`src/rtl/ole_pkg.sv`:
```
package ole_pkg;

  // Default depth of the value store
  localparam int ENTRIES_DEF = 16;

  // Width of the size and position fields of a result
  localparam int RES_W = 11;

  // Width of a stored value
  localparam int VAL_W = 32;

  typedef enum logic [2:0] {
    CMD_PUSH_FRONT = 3'd0,
    CMD_PUSH_BACK  = 3'd1,
    CMD_INSERT     = 3'd2,
    CMD_SEARCH     = 3'd3,
    CMD_DELETE     = 3'd4
  } cmd_t;

  typedef enum logic [1:0] {
    ST_OK        = 2'd0,
    ST_NOT_FOUND = 2'd1,
    ST_FULL      = 2'd2
  } status_t;

  typedef enum logic [2:0] {
    S_IDLE,
    S_SHIFT_UP,
    S_SEARCH,
    S_SHIFT_DN,
    S_DONE
  } state_t;

  // One finished result handed from the sequencer to the output register
  typedef struct packed {
    status_t           status;
    logic [RES_W-1:0]  found;
    logic              clamped;
    logic [RES_W-1:0]  size;
  } res_t;

endpackage

```
`src/rtl/ordered_list_engine.sv`:
```
// ordered_list_engine: an ordered list of up to ENTRIES signed 32-bit values.
// Input channel (in_valid/in_ready) carries one command per transaction:
// push front, push back, insert at a 1-based position, search or delete,
// with in_value and in_position. Result channel (out_valid/out_ready)
// returns exactly one result per command: status, found_position,
// position_clamped and the list size after the command.
// Commands are handled one at a time by a sequencer that moves or compares
// one stored entry per cycle through a store with one write port and one
// registered read port. An insert moves the entries from its slot onward back
// one slot, from the last down, then writes the new value; a search walks
// from the front until a match or the end; a delete searches, then moves each
// later entry forward one slot. A full store or an unused code goes straight
// to the result. in_ready is high only while the sequencer is idle.
// A result sits in an output register; when the receiver stalls, the next
// command is still accepted and runs, then waits until the register frees.
// Reset empties the list and drops any pending result; store contents are
// not cleared, as only entries below the count are ever read.
module ordered_list_engine
  import ole_pkg::*;
#(
  parameter int ENTRIES = ENTRIES_DEF
) (
  input  logic                    clk,
  input  logic                    rst_n,
  input  logic                    in_valid,
  output logic                    in_ready,
  input  logic [2:0]              in_command,
  input  logic signed [VAL_W-1:0] in_value,
  input  logic [7:0]              in_position,
  output logic                    out_valid,
  input  logic                    out_ready,
  output logic [1:0]              out_status,
  output logic [RES_W-1:0]        out_found_position,
  output logic                    out_position_clamped,
  output logic [RES_W-1:0]        out_list_size
);

  localparam int AW = $clog2(ENTRIES);

  logic             res_valid;
  logic             res_ready;
  res_t             res;
  logic             mem_we;
  logic [AW-1:0]    mem_waddr;
  logic [VAL_W-1:0] mem_wdata;
  logic [AW-1:0]    mem_raddr;
  logic [VAL_W-1:0] mem_rdata;

  logic             out_valid_r, out_valid_nxt;
  res_t             out_res_r;

  ole_seq #(
    .ENTRIES (ENTRIES)
  ) u_seq (
    .clk          (clk),
    .rst_n        (rst_n),
    .cmd_valid    (in_valid),
    .cmd_ready    (in_ready),
    .cmd_code     (in_command),
    .cmd_value    (in_value),
    .cmd_position (in_position),
    .res_valid    (res_valid),
    .res_ready    (res_ready),
    .res          (res),
    .mem_we       (mem_we),
    .mem_waddr    (mem_waddr),
    .mem_wdata    (mem_wdata),
    .mem_raddr    (mem_raddr),
    .mem_rdata    (mem_rdata)
  );

  ole_store #(
    .DEPTH (ENTRIES),
    .AW    (AW)
  ) u_store (
    .clk   (clk),
    .we    (mem_we),
    .waddr (mem_waddr),
    .wdata (mem_wdata),
    .raddr (mem_raddr),
    .rdata (mem_rdata)
  );

  // Output register: take a new result when empty or being drained
  assign res_ready = !out_valid_r || out_ready;

  always_comb begin
    out_valid_nxt = out_valid_r;
    if (res_valid && res_ready) begin
      out_valid_nxt = 1'b1;
    end else if (out_ready) begin
      out_valid_nxt = 1'b0;
    end
  end

  always_ff @(posedge clk) begin
    if (!rst_n) begin
      out_valid_r <= 1'b0;
    end else begin
      out_valid_r <= out_valid_nxt;
    end
  end

  // Hold the payload until the transaction completes
  always_ff @(posedge clk) begin
    if (res_valid && res_ready) begin
      out_res_r <= res;
    end
  end

  assign out_valid            = out_valid_r;
  assign out_status           = out_res_r.status;
  assign out_found_position   = out_res_r.found;
  assign out_position_clamped = out_res_r.clamped;
  assign out_list_size        = out_res_r.size;

endmodule

```
`src/rtl/ole_store.sv`:
```
module ole_store
  import ole_pkg::*;
#(
  parameter int DEPTH = ENTRIES_DEF,
  parameter int AW    = $clog2(DEPTH)
) (
  input  logic             clk,
  input  logic             we,
  input  logic [AW-1:0]    waddr,
  input  logic [VAL_W-1:0] wdata,
  input  logic [AW-1:0]    raddr,
  output logic [VAL_W-1:0] rdata
);

  logic [VAL_W-1:0] mem [DEPTH];
  logic [VAL_W-1:0] rdata_r;

  // Write one entry per cycle
  always_ff @(posedge clk) begin
    if (we) begin
      mem[waddr] <= wdata;
    end
  end

  // Registered read
  always_ff @(posedge clk) begin
    rdata_r <= mem[raddr];
  end

  assign rdata = rdata_r;

endmodule

```
`src/rtl/ole_seq.sv`:
```
module ole_seq
  import ole_pkg::*;
#(
  parameter int ENTRIES = ENTRIES_DEF
) (
  input  logic                    clk,
  input  logic                    rst_n,
  // command side
  input  logic                    cmd_valid,
  output logic                    cmd_ready,
  input  logic [2:0]              cmd_code,
  input  logic signed [VAL_W-1:0] cmd_value,
  input  logic [7:0]              cmd_position,
  // result side
  output logic                    res_valid,
  input  logic                    res_ready,
  output res_t                    res,
  // store port
  output logic                    mem_we,
  output logic [$clog2(ENTRIES)-1:0] mem_waddr,
  output logic [VAL_W-1:0]        mem_wdata,
  output logic [$clog2(ENTRIES)-1:0] mem_raddr,
  input  logic [VAL_W-1:0]        mem_rdata
);

  localparam int AW = $clog2(ENTRIES);
  localparam int CW = $clog2(ENTRIES + 1);
  localparam int PW = ((CW > 8) ? CW : 8) + 1;
  localparam logic [CW-1:0] FULL_CNT = CW'(ENTRIES);

  state_t           state_r, state_nxt;
  logic [CW-1:0]    cnt_r, cnt_nxt;
  logic [CW-1:0]    ptr_r, ptr_nxt;
  logic [CW-1:0]    tgt_r, tgt_nxt;
  logic [CW-1:0]    dst_r, dst_nxt;
  logic             rv_r, rv_nxt;
  logic             del_r, del_nxt;
  logic [VAL_W-1:0] val_r, val_nxt;
  status_t          st_r, st_nxt;
  logic [RES_W-1:0] found_r, found_nxt;
  logic             clamp_r, clamp_nxt;

  logic [PW-1:0]    pos_w;
  logic [PW-1:0]    pos_lim;
  logic [PW-1:0]    pos_sel;
  logic             pos_hi;
  logic             match;

  // Clamp the requested insert position into 1..count+1
  always_comb begin
    pos_w   = PW'(cmd_position);
    pos_lim = PW'(cnt_r) + PW'(1);
    pos_hi  = (pos_w > pos_lim);
    if (pos_hi) begin
      pos_sel = pos_lim;
    end else if (pos_w == '0) begin
      pos_sel = PW'(1);
    end else begin
      pos_sel = pos_w;
    end
  end

  // Shared compare of the value just read against the key
  assign match = rv_r && (mem_rdata == val_r);

  // Control registers
  always_ff @(posedge clk) begin
    if (!rst_n) begin
      state_r <= S_IDLE;
      cnt_r   <= '0;
      rv_r    <= 1'b0;
    end else begin
      state_r <= state_nxt;
      cnt_r   <= cnt_nxt;
      rv_r    <= rv_nxt;
    end
  end

  // Working registers
  always_ff @(posedge clk) begin
    ptr_r   <= ptr_nxt;
    tgt_r   <= tgt_nxt;
    dst_r   <= dst_nxt;
    del_r   <= del_nxt;
    val_r   <= val_nxt;
    st_r    <= st_nxt;
    found_r <= found_nxt;
    clamp_r <= clamp_nxt;
  end

  // Next state and store access
  always_comb begin
    state_nxt = state_r;
    cnt_nxt   = cnt_r;
    ptr_nxt   = ptr_r;
    tgt_nxt   = tgt_r;
    dst_nxt   = dst_r;
    rv_nxt    = 1'b0;
    del_nxt   = del_r;
    val_nxt   = val_r;
    st_nxt    = st_r;
    found_nxt = found_r;
    clamp_nxt = clamp_r;
    mem_we    = 1'b0;
    mem_waddr = tgt_r[AW-1:0];
    mem_wdata = val_r;
    mem_raddr = '0;
    cmd_ready = 1'b0;
    res_valid = 1'b0;

    unique case (state_r)
      S_IDLE: begin
        cmd_ready = 1'b1;
        if (cmd_valid) begin
          val_nxt   = cmd_value;
          st_nxt    = ST_OK;
          found_nxt = '0;
          clamp_nxt = 1'b0;
          del_nxt   = (cmd_t'(cmd_code) == CMD_DELETE);
          ptr_nxt   = '0;
          unique case (cmd_t'(cmd_code))
            CMD_PUSH_FRONT, CMD_PUSH_BACK, CMD_INSERT: begin
              if (cnt_r == FULL_CNT) begin
                st_nxt    = ST_FULL;
                state_nxt = S_DONE;
              end else begin
                if (cmd_t'(cmd_code) == CMD_PUSH_FRONT) begin
                  tgt_nxt = '0;
                end else if (cmd_t'(cmd_code) == CMD_PUSH_BACK) begin
                  tgt_nxt = cnt_r;
                end else begin
                  tgt_nxt   = CW'(pos_sel - PW'(1));
                  clamp_nxt = pos_hi;
                end
                found_nxt = RES_W'(tgt_nxt) + RES_W'(1);
                ptr_nxt   = cnt_r;
                state_nxt = S_SHIFT_UP;
              end
            end
            CMD_SEARCH, CMD_DELETE: begin
              state_nxt = S_SEARCH;
            end
            default: begin
              state_nxt = S_DONE;
            end
          endcase
        end
      end

      // Move entries tgt..cnt-1 one slot back, then place the new value
      S_SHIFT_UP: begin
        if (rv_r) begin
          mem_we    = 1'b1;
          mem_waddr = dst_r[AW-1:0];
          mem_wdata = mem_rdata;
        end
        if (ptr_r > tgt_r) begin
          mem_raddr = AW'(ptr_r - CW'(1));
          rv_nxt    = 1'b1;
          dst_nxt   = ptr_r;
          ptr_nxt   = ptr_r - CW'(1);
        end else if (!rv_r) begin
          mem_we    = 1'b1;
          mem_waddr = tgt_r[AW-1:0];
          mem_wdata = val_r;
          cnt_nxt   = cnt_r + CW'(1);
          state_nxt = S_DONE;
        end
      end

      // Walk the store from the front, one entry per cycle
      S_SEARCH: begin
        if (match) begin
          tgt_nxt   = dst_r;
          found_nxt = RES_W'(dst_r) + RES_W'(1);
          if (del_r) begin
            ptr_nxt   = dst_r + CW'(1);
            state_nxt = S_SHIFT_DN;
          end else begin
            state_nxt = S_DONE;
          end
        end else if (ptr_r < cnt_r) begin
          mem_raddr = ptr_r[AW-1:0];
          rv_nxt    = 1'b1;
          dst_nxt   = ptr_r;
          ptr_nxt   = ptr_r + CW'(1);
        end else if (!rv_r) begin
          st_nxt    = ST_NOT_FOUND;
          state_nxt = S_DONE;
        end
      end

      // Close the gap left by the removed entry
      S_SHIFT_DN: begin
        if (rv_r) begin
          mem_we    = 1'b1;
          mem_waddr = dst_r[AW-1:0];
          mem_wdata = mem_rdata;
        end
        if (ptr_r < cnt_r) begin
          mem_raddr = ptr_r[AW-1:0];
          rv_nxt    = 1'b1;
          dst_nxt   = ptr_r - CW'(1);
          ptr_nxt   = ptr_r + CW'(1);
        end else if (!rv_r) begin
          cnt_nxt   = cnt_r - CW'(1);
          state_nxt = S_DONE;
        end
      end

      // Hand the result over once the output register has room
      S_DONE: begin
        res_valid = 1'b1;
        if (res_ready) begin
          state_nxt = S_IDLE;
        end
      end

      default: begin
        state_nxt = S_IDLE;
      end
    endcase
  end

  assign res.status  = st_r;
  assign res.found   = found_r;
  assign res.clamped = clamp_r;
  assign res.size    = RES_W'(cnt_r);

endmodule

```
`config.mk`:
```
export PLATFORM = sky130hd
export DESIGN_NAME = ordered_list_engine
export DESIGN_NICKNAME = d
export VERILOG_FILES = /design/src/rtl/ole_pkg.sv /design/src/rtl/ordered_list_engine.sv /design/src/rtl/ole_store.sv /design/src/rtl/ole_seq.sv
export SDC_FILE = /design/constraint.sdc
export NUM_CORES = 1
export LEC_CHECK = 0
export BUFFER_PORTS_ARGS = -buffer_cell sky130_fd_sc_hd__buf_2
export CORE_ASPECT_RATIO = 1.2
export CORE_UTILIZATION = 55
export CTS_BUF_LIST = sky130_fd_sc_hd__clkbuf_8
export DETAILED_ROUTE_END_ITERATION = 10
export GPL_ROUTABILITY_DRIVEN = 0
export GPL_TIMING_DRIVEN = 0
export PLACE_DENSITY = 0.8
export SYNTH_ARGS = -nofsm -noshare
export SYNTH_HDL_FRONTEND = slang
export SYNTH_SLANG_ARGS = --single-unit
```
`constraint.sdc`:
```
create_clock -name clk -period 11.7 [get_ports clk]
set_input_delay 1.17 -clock clk [delete_from_list [all_inputs] [get_ports clk]]
set_output_delay 1.17 -clock clk [all_outputs]
set_load 0.02 [all_outputs]
```
## Word level (Yosys, flattened, before mapping)

Memories as Yosys holds them, arrays and structs flattened. A register that Yosys moved wholly into a read port is not among the register bits.
Cells that the tools add are included.

| word-level totals | value |
|---|---|
| register bits after elaboration | 91 |
| latch bits | 0 |
| bits in writable memories | 512 |
| memory bits (read-only) | 0 |
| input bits | 47 |
| output and inout bits | 27 |
| logic and storage cells | 158 |
| memories | 1 |

Memories:

| memory | depth | bits a word | read ports | clocked after Yosys merged registers in | write ports | line | RTL |
|---|---|---|---|---|---|---|---|
| u_store.mem | 16 | 32 | 1 | 1 | 1 | ole_store.sv:15 | `logic [VAL_W-1:0] mem [DEPTH];` |

| cells by class | value |
|---|---|
| add/subtract/negate cells | 9 |
| multiply operators | 0 |
| div/mod/pow operators | 0 |
| magnitude comparators | 3 |
| equality and inequality tests | 26 |
| shift operators | 0 |
| mux-type cells | 79 |
| bitwise gates (word level) | 1 |
| reduce and logical (&&, ||, !) cells | 23 |

Operators by type and width:

| kind | count |
|---|---|
| $mux 5 | 27 |
| $mux 32 | 3 |
| $pmux 32 s2 | 1 |
| $mux 11 | 4 |
| $eq 32x32->1 | 1 |
| $mux 3 | 8 |
| $mux 4 | 6 |
| $ne 2x2->1 const B | 11 |
| $pmux 11 s2 | 1 |
| $pmux 5 s2 | 2 |
| $pmux 5 s4 | 1 |
| $reduce_and 5->1 | 4 |
| $add 5x1->6 const B | 3 |
| $add 5x1->5 const B | 3 |
| $pmux 3 s5 | 1 |
| $pmux 5 s3 | 1 |
| $sub 5x1->5 const B | 3 |
| $eq 3x2->1 const B | 4 |
| $mux 1 | 12 |
| $mux 2 | 6 |
| $pmux 4 s3 | 1 |
| $gt 8x6->1 | 1 |
| $logic_not 8->1 | 1 |
| $ne 2x1->1 const B | 4 |
| 25 further kinds | 32 |

## Logic depth before layout (Yosys ltp)

| logic depth | value |
|---|---|
| depth in word-level cells | 15 |
| depth in mapped cells | 20 |
| mapped depth without buffers | 18 |

## Cells and area by module

A second synthesis with hierarchy kept.

| unflattened totals | value |
|---|---|
| cell total of the unflattened synthesis | 1363 |
| area total of the unflattened synthesis | 25520.7 um^2 |

By module, submodules not included:

| module | times used | cells each | area an instance (um^2) | seq. area each (um^2) |
|---|---|---|---|---|
| ole_store | 1 | 838 | 19836.5 | 16015.4 |
| ole_seq | 1 | 495 | 4875.9 | 1891.8 |
| ordered_list_engine | 1 | 30 | 808.3 | 770.7 |

## Least setup slack after synthesis

Ideal clock, no wire load.

| timing | value |
|---|---|
| kind | input to register |
| from | input port in_position[1] |
| to | register u_seq.found_r[5], data pin |
| setup time | 0.169 ns |
| data arrival time | 3.752 ns |
| required time | 11.531 ns |
| path slack | 7.779 ns |
| cell stages on the path | 16 |
| buffers on the path | 1 |
| cells stage by stage | ha_1 -> a221oi_1 -> nor2_1 -> o21bai_1 -> a31o_2 -> buf_4 -> nor2_1 -> a21oi_1 -> ha_1 -> nand3_1 -> xor2_1 -> nor2_1 -> a211oi_1 -> a31oi_1 -> or4_1 -> o31ai_1 |

| between the ends | value |
|---|---|
| longest elaborated chain between the ends | 15 |
| elaborated cells on any way between the ends | 16 |
| classes of those cells | add/sub: 2; order compare: 1; mux: 12; reduce/logical: 1 |

RTL lines:

| element | line | RTL |
|---|---|---|
| from (decl) | ordered_list_engine.sv:29 | `input logic [7:0] in_position,` |
| parallel branches: the longest is 2 deep, another holds $gt 8x6->1 | - |  |
| $mux 5 * | ole_seq.sv:54 | `if (pos_hi) begin` |
| $sub 5x1->5 * | ole_seq.sv:132 | `tgt_nxt = CW'(pos_sel - PW'(1));` |
| $mux 5 * | ole_seq.sv:129 | `end else if (cmd_t'(cmd_code) == CMD_PUSH_BACK) begin` |
| $mux 5 * | ole_seq.sv:127 | `if (cmd_t'(cmd_code) == CMD_PUSH_FRONT) begin` |
| $mux 5 * | ole_seq.sv:123 | `if (cnt_r == FULL_CNT) begin` |
| $mux 5 * | ole_seq.sv:121 | `unique case (cmd_t'(cmd_code))` |
| $mux 5 * | ole_seq.sv:114 | `if (cmd_valid) begin` |
| $mux 5 * | ole_seq.sv:111 | `unique case (state_r)` |
| $add 5x1->6 * | ole_seq.sv:135 | `found_nxt = RES_W'(tgt_nxt) + RES_W'(1);` |
| $mux 11 * | ole_seq.sv:123 |  |
| $mux 11 * | ole_seq.sv:121 |  |
| $mux 11 * | ole_seq.sv:114 |  |
| $pmux 11 s2 * | ole_seq.sv:111 |  |
| net u_seq.found_nxt[5] | ole_seq.sv:40 | `logic [RES_W-1:0] found_r, found_nxt;` |
| to (signal assigned) | ole_seq.sv:87 | `found_r <= found_nxt;` |
| to (decl) | ole_seq.sv:40 |  |

Mark *: on every way through the listed nets, which the timed path passes. The select of a mux whose other input is x is not followed.
A chain may end at the register's enable or synchronous reset.

## Final worst setup path

| timing | value |
|---|---|
| from | register u_seq.cnt_r[0] |
| to | register u_seq.found_r[5], data pin |

| between the ends | value |
|---|---|
| longest elaborated chain between the ends | 15 |
| elaborated cells on any way between the ends | 16 |
| classes of those cells | add/sub: 3; order compare: 1; eq/ne: 1; mux: 11 |

RTL lines:

| element | line | RTL |
|---|---|---|
| from (decl) | ole_seq.sv:32 | `logic [CW-1:0] cnt_r, cnt_nxt;` |
| from (signal assigned) | ole_seq.sv:74 | `cnt_r <= cnt_nxt;` |
| $add 5x1->6 | ole_seq.sv:52 | `pos_lim = PW'(cnt_r) + PW'(1);` |
| $gt 8x6->1 | ole_seq.sv:53 | `pos_hi = (pos_w > pos_lim);` |
| $mux 5 | ole_seq.sv:54 |  |
| $sub 5x1->5 | ole_seq.sv:132 |  |
| $mux 5 | ole_seq.sv:129 |  |
| $mux 5 | ole_seq.sv:127 |  |
| $mux 5 | ole_seq.sv:123 |  |
| $mux 5 | ole_seq.sv:121 |  |
| $mux 5 | ole_seq.sv:114 |  |
| $mux 5 | ole_seq.sv:111 |  |
| $add 5x1->6 | ole_seq.sv:135 |  |
| $mux 11 * | ole_seq.sv:123 |  |
| $mux 11 * | ole_seq.sv:121 |  |
| $mux 11 * | ole_seq.sv:114 |  |
| $pmux 11 s2 * | ole_seq.sv:111 |  |
| net u_seq.found_nxt[5] | ole_seq.sv:40 |  |

Mark *: on every way through the listed nets, which the timed path passes. The rest lies on a longest branch. The select of a mux whose other input is x is not followed.

==> impl_metrics.yaml <==
worst_setup_path:
  start_kind: "register"
  required_ns: 12.20
  cp_max_fo: 10
  cp_slowest_cell: "or4_1"
  cpPeakStageDelay_ns: 0.53
  crit_chain: "buf_2, inv_1, ha_1, inv_1, ha_1, a221oi_1, nor2_1, o21bai_1, a31o_2, buf_4, nor2_1, a21oi_1, ha_1, nor3b_1, o21ai_0, nand3_1, nand3_1, or4_1, o31ai_1"
  crit_top_cell: "ha_1"
  cp.arrival_ns: 4.82
  cp_top_family: "simple AND/OR/NAND/NOR gates"
  crit_buf_inv: 4
  critPathCaptureType: "register"
  path_class: "register to register"
synth:
  syn_avg_cell_area_um2: 13.1
  ys.flop_type: "edfxtp_1"
  syn_inst: 1984
  synth_seq_cells: 625
  synth_commonest_cells: "edfxtp_1 (583), nand2_1 (359), nor2_1 (231)"
  synth-seq-area-share: 0.705
  synthTopCellsByArea: "edfxtp_1 (67%), nand2_1 (5.2%), nor2_1 (3.3%)"
  ys_types: 66
  netlist_area_mm2: 0.0260
  synth_top_cell_by_area: "edfxtp_1"
  yosysMostFrequentCell: "edfxtp_1"
  synth_top_area_frac: 0.672
  synthArstFlopShare: 0
  synth_edf_count: 583
  ys.warnings.count: 0
cells_and_area:
  final_cells: 2862
  fillCellCount: 3252
  diodes: 0
  nNetsFinal: 2243
  drive_gt1_frac: 0.162
  syn_to_final_growth_pct: 13.0
sta:
  setup_viol_count_final: 0
  hold_viol: 0
  fin_crit_sh: 0.370
  timing.fmax_mhz: 231
  slew_viol_final: 0
  finalSetupTns_ns: 0
  fin_skew_ns: 0.0286
  worst_pin_slew_ns: 1.19
  rsz0062_at_grt: "false"
  relSlewSlack: 0.201
  period_needed_ns: 4.33
  setup_ws_ns: 7.37
cts:
  cts_buffers: 94
  cts_max_path_buffers: 3
  clockRootBuffer: "clkbuf_8"
  cts_resized: 0
  clk_pin_slew_worst_paths_ns: 0.06
  clock_sinks: 625
  cts_htree_levels: 3
  cts_tree: "done"
  holdBufCountCts: 0
  post_cts_buffers: 0
  clkLatencyLatePin_ns: 0.69
detailed_routing:
  via_per_inst: 6.19
  vias: 17700
  drc: 0
  wl_um: 68000
  dr.pass1.iters: 5
  ant_nets: 0
  drtIter0Drc: 2153
  post_drt_wl_per_cell_um: 23.8
placed_design:
  portBuffers: 62
  dp.cells: 2689
  dp_hpwl_um: 44400
  place_ws_ns: 7.22
power_and_ir_drop:
  p_per_area_mw_per_mm2: 167
  peakVddDrop_mv: 0.104
  p_total_uw: 4900
  p_leak_uw: 0.0104
floorplanning:
  start_util: 0.563
  boundaryPins: 74
  die_h_um: 240
  row_count: 86
  die-area_mm2: 0.0482
  dieWidth_um: 201
  core-area_mm2: 0.0463
global_routing:
  grt-ovfl-total: 0
  grt_use_total: 0.283
  grt_pass1_vias: 17400
  antenna_found_initial: 0
  grt_pass1_wl_um: 101000
  grt_max_degree: 26
job:
  max_cap_violations: 0
min_path:
  hp-class: "register to register"
status:
  status: "finished clean"
==> power by group <==
| part | switching [uW] | internal [uW] | total (uW) | leakage [uW] |
|---|---|---|---|---|
| registers | 57.0 | 2570 | 2620 | 0.00564 |
| logic | 411 | 186 | 597 | 0.00374 |
| clock network | 825 | 853 | 1680 | 0.00103 |
==> final timing paths <==
kind,slack (ns),from,endpoint,cells past startpoint
setup / recovery,7.37,u_seq.cnt_r[0],u_seq.found_r[5],19
hold / removal,0.42,u_seq.found_r[4],out_found_position[4],0
setup reg to reg,7.37,u_seq.cnt_r[0],u_seq.found_r[5],19
hold reg to reg,0.42,u_seq.found_r[4],out_found_position[4],0
==> placed cells by master, fill, tap and decap left out, types with 12 or more instances in the layout <==
cell / instances
edfxtp_1: 583
nand2_1: 359
nor2_1: 215
a21oi_1: 109
buf_2: 105
clkbuf_8: 100
inv_1: 59
nand3_1: 52
xnor2_1: 43
dfxtp_1: 42
clkbuf_1: 41
a31oi_1: 41
o211ai_1: 39
mux2i_1: 37
a32oi_1: 34
or3_1: 33
mux2_2: 32
o211ai_2: 26
ha_1: 25
clkinv_1: 22
buf_4: 19
nor2_2: 17
xor2_1: 16
nor2_4: 16
o21ai_0: 15
nor3_1: 15
buf_12: 12
==> area by class of cell <==
type                            count  area (um2)  share of cell area
Tap cell                          616         771              0.0262
Sequential cell                   625       18300               0.624
Clock buffer                      100        1380              0.0468
Multi-Input combinational cell   1236        7150               0.243
Clock inverter                     72         370              0.0126
Buffer                            113         624              0.0212
Inverter                           20        75.1             0.00255
Timing Repair Buffer               80         696              0.0237
==> logic make-up (layout without fill, tap and decap cells) <==
logic type,after synthesis,in the layout,share of synthesized area
AO/OA/AOI/OAI,313,313,0.0833
flip-flops,625,625,0.705
XOR/XNOR,60,60,0.0205
buffers and inverters,133,385,0.0269
other,1,11,0.000144
AND/OR/NAND/NOR,756,756,0.123
multiplexers,70,70,0.0286
adder cells (fa/ha/maj),26,26,0.0128
==> stage by stage <==
step	hold slack [ns]	instance area, um2	util
2_1_floorplan	0.400	26100	-
3_3_place_gp	0.401	27200	0.587
3_5_place_dp	0.406	27700	0.598
4_1_cts	0.421	29400	0.635
5_1_grt	0.436	29400	0.636
6_report	0.423	29400	0.636
==> state kept, by name, indices dropped and copies added (netlist names) <==
signal,count
u_store.mem,512
u_seq.val_r,32
u_store.rdata,32
out_found_position,6
u_seq.found_r,6
out_list_size,5
u_seq.cnt_r,5
u_seq.dst_r,5
u_seq.ptr_r,5
u_seq.tgt_r,5
u_seq.state_r,3
out_status,2
u_seq.st_r,2
out_position_clamped,1
out_valid,1
u_seq.clamp_r,1
u_seq.del_r,1
u_seq.rv_r,1
==> per-layer routing <==
| metal | vias up | part of all wire | GRT usage |
|---|---|---|---|
| li1 | 7649 | - | - |
| met1 | 8584 | 0.35 | 0.339 |
| met2 | 1229 | 0.49 | 0.477 |
| met3 | 240 | 0.11 | 0.0537 |
| met4 | 0 | 0.056 | 0.173 |
| met5 | - | 0 | 0 |
==> worst reg2reg max path, delay by kind of cell (launching register included) <==
| kind | cells | cell delay [ns] |
|---|---|---|
| flops | 1 | 0.34 |
| compound gates | 6 | 0.99 |
| fa+ha+maj | 3 | 0.89 |
| buf+inv | 4 | 0.63 |
| simple gates | 6 | 1.29 |
Note: power is estimated with default switching activity, not from simulation.
